`config.mk`:
```
export PLATFORM = sky130hd
export DESIGN_NAME = register_frame_receiver_unit
export DESIGN_NICKNAME = d
export VERILOG_FILES = /design/src/hw/rtl/rfr_pkg.sv /design/src/hw/rtl/register_frame_receiver_unit.sv /design/src/hw/rtl/rfr_frame_mem.sv
export SDC_FILE = /design/constraint.sdc
export NUM_CORES = 1
export LEC_CHECK = 0
export BUFFER_PORTS_ARGS = -buffer_cell sky130_fd_sc_hd__buf_2
export CAP_MARGIN = 20
export CORE_MARGIN = 8
export CORE_UTILIZATION = 30
export CTS_CLUSTER_DIAMETER = 80
export DETAILED_ROUTE_END_ITERATION = 10
export PLACE_DENSITY = 0.47
export SYNTH_ARGS = -nofsm -noshare
export SYNTH_HDL_FRONTEND = slang
export SYNTH_SLANG_ARGS = --single-unit
```
`constraint.sdc`:
```
create_clock -name clk_i -period 17.5 [get_ports clk_i]
set_input_delay 1.75 -clock clk_i [delete_from_list [all_inputs] [get_ports clk_i]]
set_output_delay 1.75 -clock clk_i [all_outputs]
set_load 0.1 [all_outputs]
```
`src/hw/rtl/rfr_pkg.sv`:
```
// Register frame receiver: shared constants and codes.
// No dependencies.
package rfr_pkg;

  localparam int unsigned PACKET_BYTES_DEF = 40;
  localparam int unsigned DATA_BYTES_DEF   = 32;

  localparam int unsigned HEADER_BYTES   = 6;
  localparam int unsigned OVERHEAD_BYTES = 8;

  localparam logic [7:0] TIMEOUT_RESET = 8'd5;
  localparam logic [7:0] IDLE_MAX      = 8'd255;

  localparam logic OP_BYTE = 1'b0;
  localparam logic OP_TICK = 1'b1;

  localparam logic [1:0] ST_OK       = 2'd0;
  localparam logic [1:0] ST_ERROR    = 2'd1;
  localparam logic [1:0] ST_TIMEOUT  = 2'd2;
  localparam logic [1:0] ST_OVERFLOW = 2'd3;

  // byte positions of the header fields inside a frame
  localparam int unsigned IDX_SRC    = 0;
  localparam int unsigned IDX_DST    = 1;
  localparam int unsigned IDX_FUNC   = 2;
  localparam int unsigned IDX_RID_HI = 3;
  localparam int unsigned IDX_RID_LO = 4;
  localparam int unsigned IDX_LEN    = 5;

endpackage

```
`src/hw/rtl/register_frame_receiver_unit.sv`:
```
// Register frame receiver top level: byte/tick intake, frame check, readout.
// A status or empty-frame result is registered; the first data byte passes S_RD and S_LD first.
// Throughput: one input transfer per cycle unless a frame is read out or a result waits;
// a good frame reads its data bytes from the frame store one at a time, via S_RD and S_LD.
// Reset (async, active low): empty frame, idle count 0, timeout 5 ticks.
// Depends on rfr_pkg and rfr_frame_mem.
module register_frame_receiver_unit import rfr_pkg::*; #(
  parameter int unsigned PACKET_BYTES = PACKET_BYTES_DEF,
  parameter int unsigned DATA_BYTES   = DATA_BYTES_DEF
) (
  input  logic        clk_i,
  input  logic        rst_ni,
  input  logic        cfg_we_i,
  input  logic [7:0]  cfg_wdata_i,
  input  logic        in_valid_i,
  output logic        in_stall_o,
  input  logic        op_i,
  input  logic [7:0]  rx_byte_i,
  output logic        out_valid_o,
  input  logic        out_stall_i,
  output logic [1:0]  status_o,
  output logic [7:0]  source_address_o,
  output logic [7:0]  destination_address_o,
  output logic [7:0]  function_code_o,
  output logic [15:0] register_id_o,
  output logic [5:0]  data_length_o,
  output logic [7:0]  data_byte_o,
  output logic        last_o
);

  localparam int unsigned AW = $clog2(PACKET_BYTES);
  localparam int unsigned CW = $clog2(PACKET_BYTES + 1);
  localparam int unsigned KW = $clog2(DATA_BYTES + 1);

  localparam logic [1:0] S_IDLE = 2'd0;
  localparam logic [1:0] S_RD   = 2'd1;
  localparam logic [1:0] S_LD   = 2'd2;

  logic [1:0]    state_q, state_d;
  logic [CW-1:0] bc_q, bc_d;
  logic [7:0]    idle_q, idle_d;
  logic [15:0]   sum_q, sum_d;
  logic [7:0]    tmo_q;
  logic [KW-1:0] k_q, k_d;

  logic [7:0] src_q, dst_q, func_q, rid_hi_q, rid_lo_q, len_q, prev_q;

  logic        out_valid_q;
  logic [1:0]  status_q;
  logic [7:0]  src_out_q, dst_out_q, func_out_q, data_out_q;
  logic [15:0] rid_out_q;
  logic [5:0]  len_out_q;
  logic        last_out_q;

  logic          acc, byte_acc, out_free;
  logic [CW-1:0] bc_inc;
  logic [8:0]    n9, need9;
  logic [7:0]    idle_inc;
  logic [15:0]   got, want;
  logic          mem_we, mem_re;
  logic [AW-1:0] mem_raddr;
  logic [7:0]    mem_rdata;

  logic       ld, ld_hdr, ld_last;
  logic [1:0] ld_status;
  logic [7:0] ld_data;

  assign in_stall_o = (state_q != S_IDLE) || (out_valid_q && out_stall_i);
  assign acc        = in_valid_i && !in_stall_o;
  assign byte_acc   = acc && (op_i == OP_BYTE);
  assign out_free   = !out_valid_q || !out_stall_i;

  assign bc_inc   = bc_q + CW'(1);
  assign n9       = 9'(bc_q) + 9'd1;
  assign need9    = 9'(OVERHEAD_BYTES) + {1'b0, len_q};
  assign idle_inc = (idle_q == IDLE_MAX) ? idle_q : idle_q + 8'd1;
  assign got      = sum_q - {8'd0, prev_q};
  assign want     = {prev_q, rx_byte_i};
  assign mem_raddr = AW'(HEADER_BYTES) + AW'(k_q);

  rfr_frame_mem #(
    .DEPTH (PACKET_BYTES),
    .AW    (AW)
  ) u_mem (
    .clk_i   (clk_i),
    .we_i    (mem_we),
    .waddr_i (bc_q[AW-1:0]),
    .wdata_i (rx_byte_i),
    .re_i    (mem_re),
    .raddr_i (mem_raddr),
    .rdata_o (mem_rdata)
  );

  always_comb begin
    state_d   = state_q;
    bc_d      = bc_q;
    idle_d    = idle_q;
    sum_d     = sum_q;
    k_d       = k_q;
    mem_we    = 1'b0;
    mem_re    = 1'b0;
    ld        = 1'b0;
    ld_hdr    = 1'b0;
    ld_last   = 1'b1;
    ld_status = ST_OK;
    ld_data   = 8'd0;
    case (state_q)
      S_IDLE: begin
        if (acc && op_i == OP_TICK) begin
          idle_d = idle_inc;
          if (idle_inc >= tmo_q && bc_q != '0) begin
            bc_d      = '0;
            sum_d     = 16'd0;
            ld        = 1'b1;
            ld_status = ST_TIMEOUT;
          end
        end else if (byte_acc) begin
          idle_d = 8'd0;
          mem_we = 1'b1;
          bc_d   = bc_inc;
          sum_d  = sum_q + {8'd0, rx_byte_i};
          if (bc_inc == CW'(PACKET_BYTES)) begin
            bc_d      = '0;
            sum_d     = 16'd0;
            ld        = 1'b1;
            ld_status = ST_OVERFLOW;
          end else if (n9 >= 9'(OVERHEAD_BYTES) && n9 >= need9) begin
            bc_d  = '0;
            sum_d = 16'd0;
            if (len_q > 8'(DATA_BYTES) || got != want) begin
              ld        = 1'b1;
              ld_status = ST_ERROR;
            end else if (len_q == 8'd0) begin
              ld     = 1'b1;
              ld_hdr = 1'b1;
            end else begin
              k_d     = '0;
              state_d = S_RD;
            end
          end
        end
      end
      S_RD: begin
        mem_re  = 1'b1;
        state_d = S_LD;
      end
      S_LD: begin
        if (out_free) begin
          ld      = 1'b1;
          ld_hdr  = 1'b1;
          ld_data = mem_rdata;
          ld_last = (8'(k_q) + 8'd1 == len_q);
          if (ld_last) begin
            state_d = S_IDLE;
          end else begin
            k_d     = k_q + KW'(1);
            state_d = S_RD;
          end
        end
      end
      default: begin
        state_d = S_IDLE;
      end
    endcase
  end

  always_ff @(posedge clk_i or negedge rst_ni) begin
    if (!rst_ni) begin
      state_q     <= S_IDLE;
      bc_q        <= '0;
      idle_q      <= 8'd0;
      sum_q       <= 16'd0;
      k_q         <= '0;
      tmo_q       <= TIMEOUT_RESET;
      out_valid_q <= 1'b0;
    end else begin
      state_q     <= state_d;
      bc_q        <= bc_d;
      idle_q      <= idle_d;
      sum_q       <= sum_d;
      k_q         <= k_d;
      out_valid_q <= ld || (out_valid_q && out_stall_i);
      if (cfg_we_i) begin
        tmo_q <= cfg_wdata_i;
      end
    end
  end

  // header bytes are also kept in flops for the result fields
  always_ff @(posedge clk_i) begin
    if (byte_acc) begin
      prev_q <= rx_byte_i;
      if (bc_q == CW'(IDX_SRC)) begin
        src_q <= rx_byte_i;
      end
      if (bc_q == CW'(IDX_DST)) begin
        dst_q <= rx_byte_i;
      end
      if (bc_q == CW'(IDX_FUNC)) begin
        func_q <= rx_byte_i;
      end
      if (bc_q == CW'(IDX_RID_HI)) begin
        rid_hi_q <= rx_byte_i;
      end
      if (bc_q == CW'(IDX_RID_LO)) begin
        rid_lo_q <= rx_byte_i;
      end
      if (bc_q == CW'(IDX_LEN)) begin
        len_q <= rx_byte_i;
      end
    end
  end

  always_ff @(posedge clk_i) begin
    if (ld) begin
      status_q   <= ld_status;
      src_out_q  <= ld_hdr ? src_q : 8'd0;
      dst_out_q  <= ld_hdr ? dst_q : 8'd0;
      func_out_q <= ld_hdr ? func_q : 8'd0;
      rid_out_q  <= ld_hdr ? {rid_hi_q, rid_lo_q} : 16'd0;
      len_out_q  <= ld_hdr ? len_q[5:0] : 6'd0;
      data_out_q <= ld_data;
      last_out_q <= ld_last;
    end
  end

  assign out_valid_o           = out_valid_q;
  assign status_o              = status_q;
  assign source_address_o      = src_out_q;
  assign destination_address_o = dst_out_q;
  assign function_code_o       = func_out_q;
  assign register_id_o         = rid_out_q;
  assign data_length_o         = len_out_q;
  assign data_byte_o           = data_out_q;
  assign last_o                = last_out_q;

`ifndef ASSERT_OFF
  a_bc_below_depth: assert property (@(posedge clk_i) disable iff (!rst_ni)
    bc_q < CW'(PACKET_BYTES))
    else $error("byte count reached store depth");

  a_readout_len: assert property (@(posedge clk_i) disable iff (!rst_ni)
    (state_q == S_RD || state_q == S_LD) |->
      (len_q != 8'd0 && len_q <= 8'(DATA_BYTES) && 8'(k_q) < len_q))
    else $error("readout index outside frame data");

  a_overflow_result: assert property (@(posedge clk_i) disable iff (!rst_ni)
    (byte_acc && bc_inc == CW'(PACKET_BYTES)) |=>
      (bc_q == '0 && out_valid_q && status_q == ST_OVERFLOW && last_out_q))
    else $error("overflow not reported");

  a_no_load_over_pending: assert property (@(posedge clk_i) disable iff (!rst_ni)
    ld |-> out_free)
    else $error("result register overwritten");

  a_readout_blocks_input: assert property (@(posedge clk_i) disable iff (!rst_ni)
    (state_q != S_IDLE) |-> !acc)
    else $error("input transfer during readout");
`endif

endmodule

```
`src/hw/rtl/rfr_frame_mem.sv`:
```
// Frame store: single write port, single read port, registered read data.
// No package dependencies.
module rfr_frame_mem #(
  parameter int unsigned DEPTH = 40,
  parameter int unsigned AW    = 6
) (
  input  logic          clk_i,
  input  logic          we_i,
  input  logic [AW-1:0] waddr_i,
  input  logic [7:0]    wdata_i,
  input  logic          re_i,
  input  logic [AW-1:0] raddr_i,
  output logic [7:0]    rdata_o
);

  logic [7:0] mem_q [DEPTH];
  logic [7:0] rdata_q;

  always_ff @(posedge clk_i) begin
    if (we_i) begin
      mem_q[waddr_i] <= wdata_i;
    end
  end

  always_ff @(posedge clk_i) begin
    if (re_i) begin
      rdata_q <= mem_q[raddr_i];
    end
  end

  assign rdata_o = rdata_q;

endmodule

```
==> results by group <==
Synthesis
  • Area contributors post-synth: edfxtp_1 64%, mux4_2 10%, dfrtp_1 5.4%
  • Post-synth net total: 1301
  • Warnings, synthesis: 0
  • Seq/Total Area, Yosys: 69.8%
  • Post-Synth XOR/XNOR Area: 1.91%
  • Adder-Cell Fraction of Synth Area: 2.62%
  • Largest family of logic cells by synthesized area: multiplexers
  • Mean Syn Cell Area: ~17 um2
  • Most frequent cell after synthesis: edfxtp_1
  • Post-synthesis async set-or-reset flop share: 9.63%
  • Cell count after synthesis: 1237
  • Commonest cells post-synth: 441 x edfxtp_1, 96 x mux4_2, 76 x nor2_1
  • Number of synthesized register bits: 488
  • Post-Synthesis Cell Area: 20700 um2
  • Predominant post-synthesis flop cell: edfxtp_1
  • Yosys top cell area share: 64.1%
  • Mux cell area share after synthesis: roughly 11%
  • Synth area leader: edfxtp_1
  • Library cells used by synthesis: 70
  • Post-Synth Simple-Gate Area: 8.12%
  • Post-synth EDFFs: 441
  • Synth Area in Compound Gates: around 4.7%

CTS
  • Clk slew on worst S/H paths: 0.06 ns
  • # resized after CTS: 0
  • Hold Buf Count CTS: 0
  • CTS root buffer: clkbuf_16
  • Num CTS Buffers: between 50 and 60
  • TritonCTS clock tree: done
  • Htree depth: 2
  • CTS Buffer Depth: 3
  • # clock sinks: 488
  • Worst skew pair latency: 0.60 ns
  • Postcts setup bufs: 0

GRT
  • Global route overflow: 0
  • GRT Util Overall: 13.3%
  • Antenna violations before repair: 1
  • First-pass GRT wire length: 77900 um
  • Number of global-route vias before repair: approximately 11000
  • Largest net degree at the start of global routing: 51

Floorplanning
  • Core Region: 68300 um2
  • IO Pins: 81
  • Die width: 278 um
  • Initial core utilization: 30.2%
  • Die area: 77500 um2
  • Die Ht: 278 um
  • Site Rows: 96

Setup path
  • Crit end category: flop
  • R2r worst-path depth: 13
  • Worst Setup Path Type: reg2reg
  • R2R Setup Slk: 12.97 ns
  • Startpoint of the worst register-to-register path: idle_q[3]$_DFFE_PN0P_
  • CP arrival: 4.75 ns
  • CP Data Required Time: 17.72 ns
  • Critical Path Fanout Max: 49
  • End of the worst register-to-register path: function_code_o[2]$_SDFFCE_PN0P_
  • Setup crit start kind: flop

Routing
  • Highest routed layer: met4
  • WL final: roughly 52000 um
  • DR pass1 iterations: 5
  • Antenna Violating Nets Remaining: 0
  • Routed WL per cell: 22.9 um
  • DR iter-0 viols: 1070
  • Drc violations: 0
  • Met3 WL: 2970 um
  • Via count: 11000
  • Via-per-instance ratio: approximately 4.9
  • Met1 wire length: 23600 um
  • Met2 wire len: approximately 24000 um

Timing
  • Setup_tns: 0 ns
  • RSZ-0062 raised after global routing: no
  • Clock skew: 0.0265 ns
  • Final hold vios: 0
  • Max_slew headroom: 30.6%
  • Worst-Margin Slew: 1.04 ns
  • Setup-failing EPs final: 0
  • Final min period: 4.53 ns
  • Worst Hold Slack: 0.515 ns
  • Fmax: 221 MHz
  • Final Max Tran Viols: 0
  • Share of the clock period used by the worst path: 25.9%

Power and ir drop
  • LEAKAGE: between 7 and 8 nW
  • Peak supply drop: around 0.068 mV
  • Pwr dens: 119 nW/um2

Finish
  • Final nets: 1403
  • FF+latch area: 14400 um2
  • Multi-input gate area: 5890 um2
  • Largest Register: u_mem.mem_q
  • Antenna cells: 0
  • Area growth syn-to-layout: 15.0%
  • Fillers: 6410
  • Fin cells: 2262
  • Design area: between 20000 and 25000 um2
  • Largest register FFs: 320
  • Share of cells above drive strength 1: 21.9%
  • Final Util: 34.8%

Flow run
  • Total of max-cap violations: 0

Min path
  • Hold WC Path Type: reg2reg
  • Hold Crit Start: tmo_q[2]$_DFFE_PN1P_
  • Hold path cells: 2
  • End of the worst hold path: tmo_q[2]$_DFFE_PN1P_

Placed design
  • Post-DP Area: 22100 um2
  • Cell count after placement: 2167
  • PortBufs: 80
  • GP Congestion: 0.767
  • Post-DP HPWL: 33100 um

Run status
  • Status: completed
==> critical path, cell delays in order (launching register included) <==
cell,delay (ns)
dfrtp_1,0.48
nand4_1,0.21
nor3_1,0.54
nor2_1,0.20
nand3_1,0.19
xnor2_1,0.09
ha_1,0.31
nand4_1,0.09
o211ai_1,0.26
a211oi_1,0.12
a2111oi_0,0.67
nor2_1,0.16
o21ai_4,0.20
buf_4,0.59
==> area by class of cell <==
type / count / share of cell area (%)
Clock inverter: 34 / 1.37
Tap cell: 882 / 4.64
Timing Repair Buffer: 101 / 2.42
Inverter: 35 / 0.553
Multi-Input combinational cell: 662 / 24.8
Clock buffer: 60 / 5.51
Sequential cell: 488 / 60.7
==> metrics by stage <==
stage	worst slack, ns	power, mW
after detailed placement	12.75	1.78
after global routing	12.36	2.94
final	12.97	2.82
after floorplan	10.23	1.66
after CTS	12.95	2.86
after global placement	12.70	1.77
==> power by group <==
group / internal, mW / switching [mW]
Sequential: 1.32 / 0.0463
Combinational: 0.124 / 0.260
Clock: 0.610 / 0.458
==> cell usage in the layout, fill, tap and decap left out, types with 19 or more instances in the layout <==
cell type | Yosys | routed
xnor2_1 | 26 | 26
mux4_2 | 96 | 96
clkbuf_16 | 0 | 51
nand3_1 | 19 | 19
nor2b_1 | 53 | 53
inv_1 | 34 | 34
o21ai_0 | 48 | 47
nor2_1 | 76 | 76
dfrtp_1 | 45 | 43
edfxtp_1 | 441 | 441
a21oi_1 | 31 | 31
nand2_1 | 68 | 68
buf_2 | 13 | 81
ha_1 | 40 | 39
==> metal layers <==
layer  vias to the layer above  global-route usage, %
met5                         -                      0
met4                         0                   2.90
met3                        56                   3.04
met2                       279                   21.3
met1                      5697                   18.5
li1                       5017                      -
==> cell families after synthesis <==
group / after synthesis
AOI/OAI and AO/OA: 150
adders and majority gates: 42
DFF: 488
buffers and inverters: 87
xor gates and xnor gates: 45
and+or+nand+nor: 318
muxes: 107
==> how the worst max path moves through the flow <==
stage / slack [ns] / cells after the start / to / start
floorplan: 10.23 / 6 / data_byte_o[0]$_SDFFCE_PN0P_ / out_stall_i
global placement: 12.70 / 9 / u_mem.mem_q[28][3]$_DFFE_PP_ / out_stall_i
detailed placement: 12.75 / 8 / function_code_o[2]$_SDFFCE_PN0P_ / out_stall_i
CTS: 12.95 / 13 / function_code_o[2]$_SDFFCE_PN0P_ / idle_q[3]$_DFFE_PN0P_
global route: 12.36 / 13 / function_code_o[2]$_SDFFCE_PN0P_ / idle_q[3]$_DFFE_PN0P_
finish: 12.97 / 13 / function_code_o[2]$_SDFFCE_PN0P_ / idle_q[3]$_DFFE_PN0P_
Power figures use the tool's default switching activity.
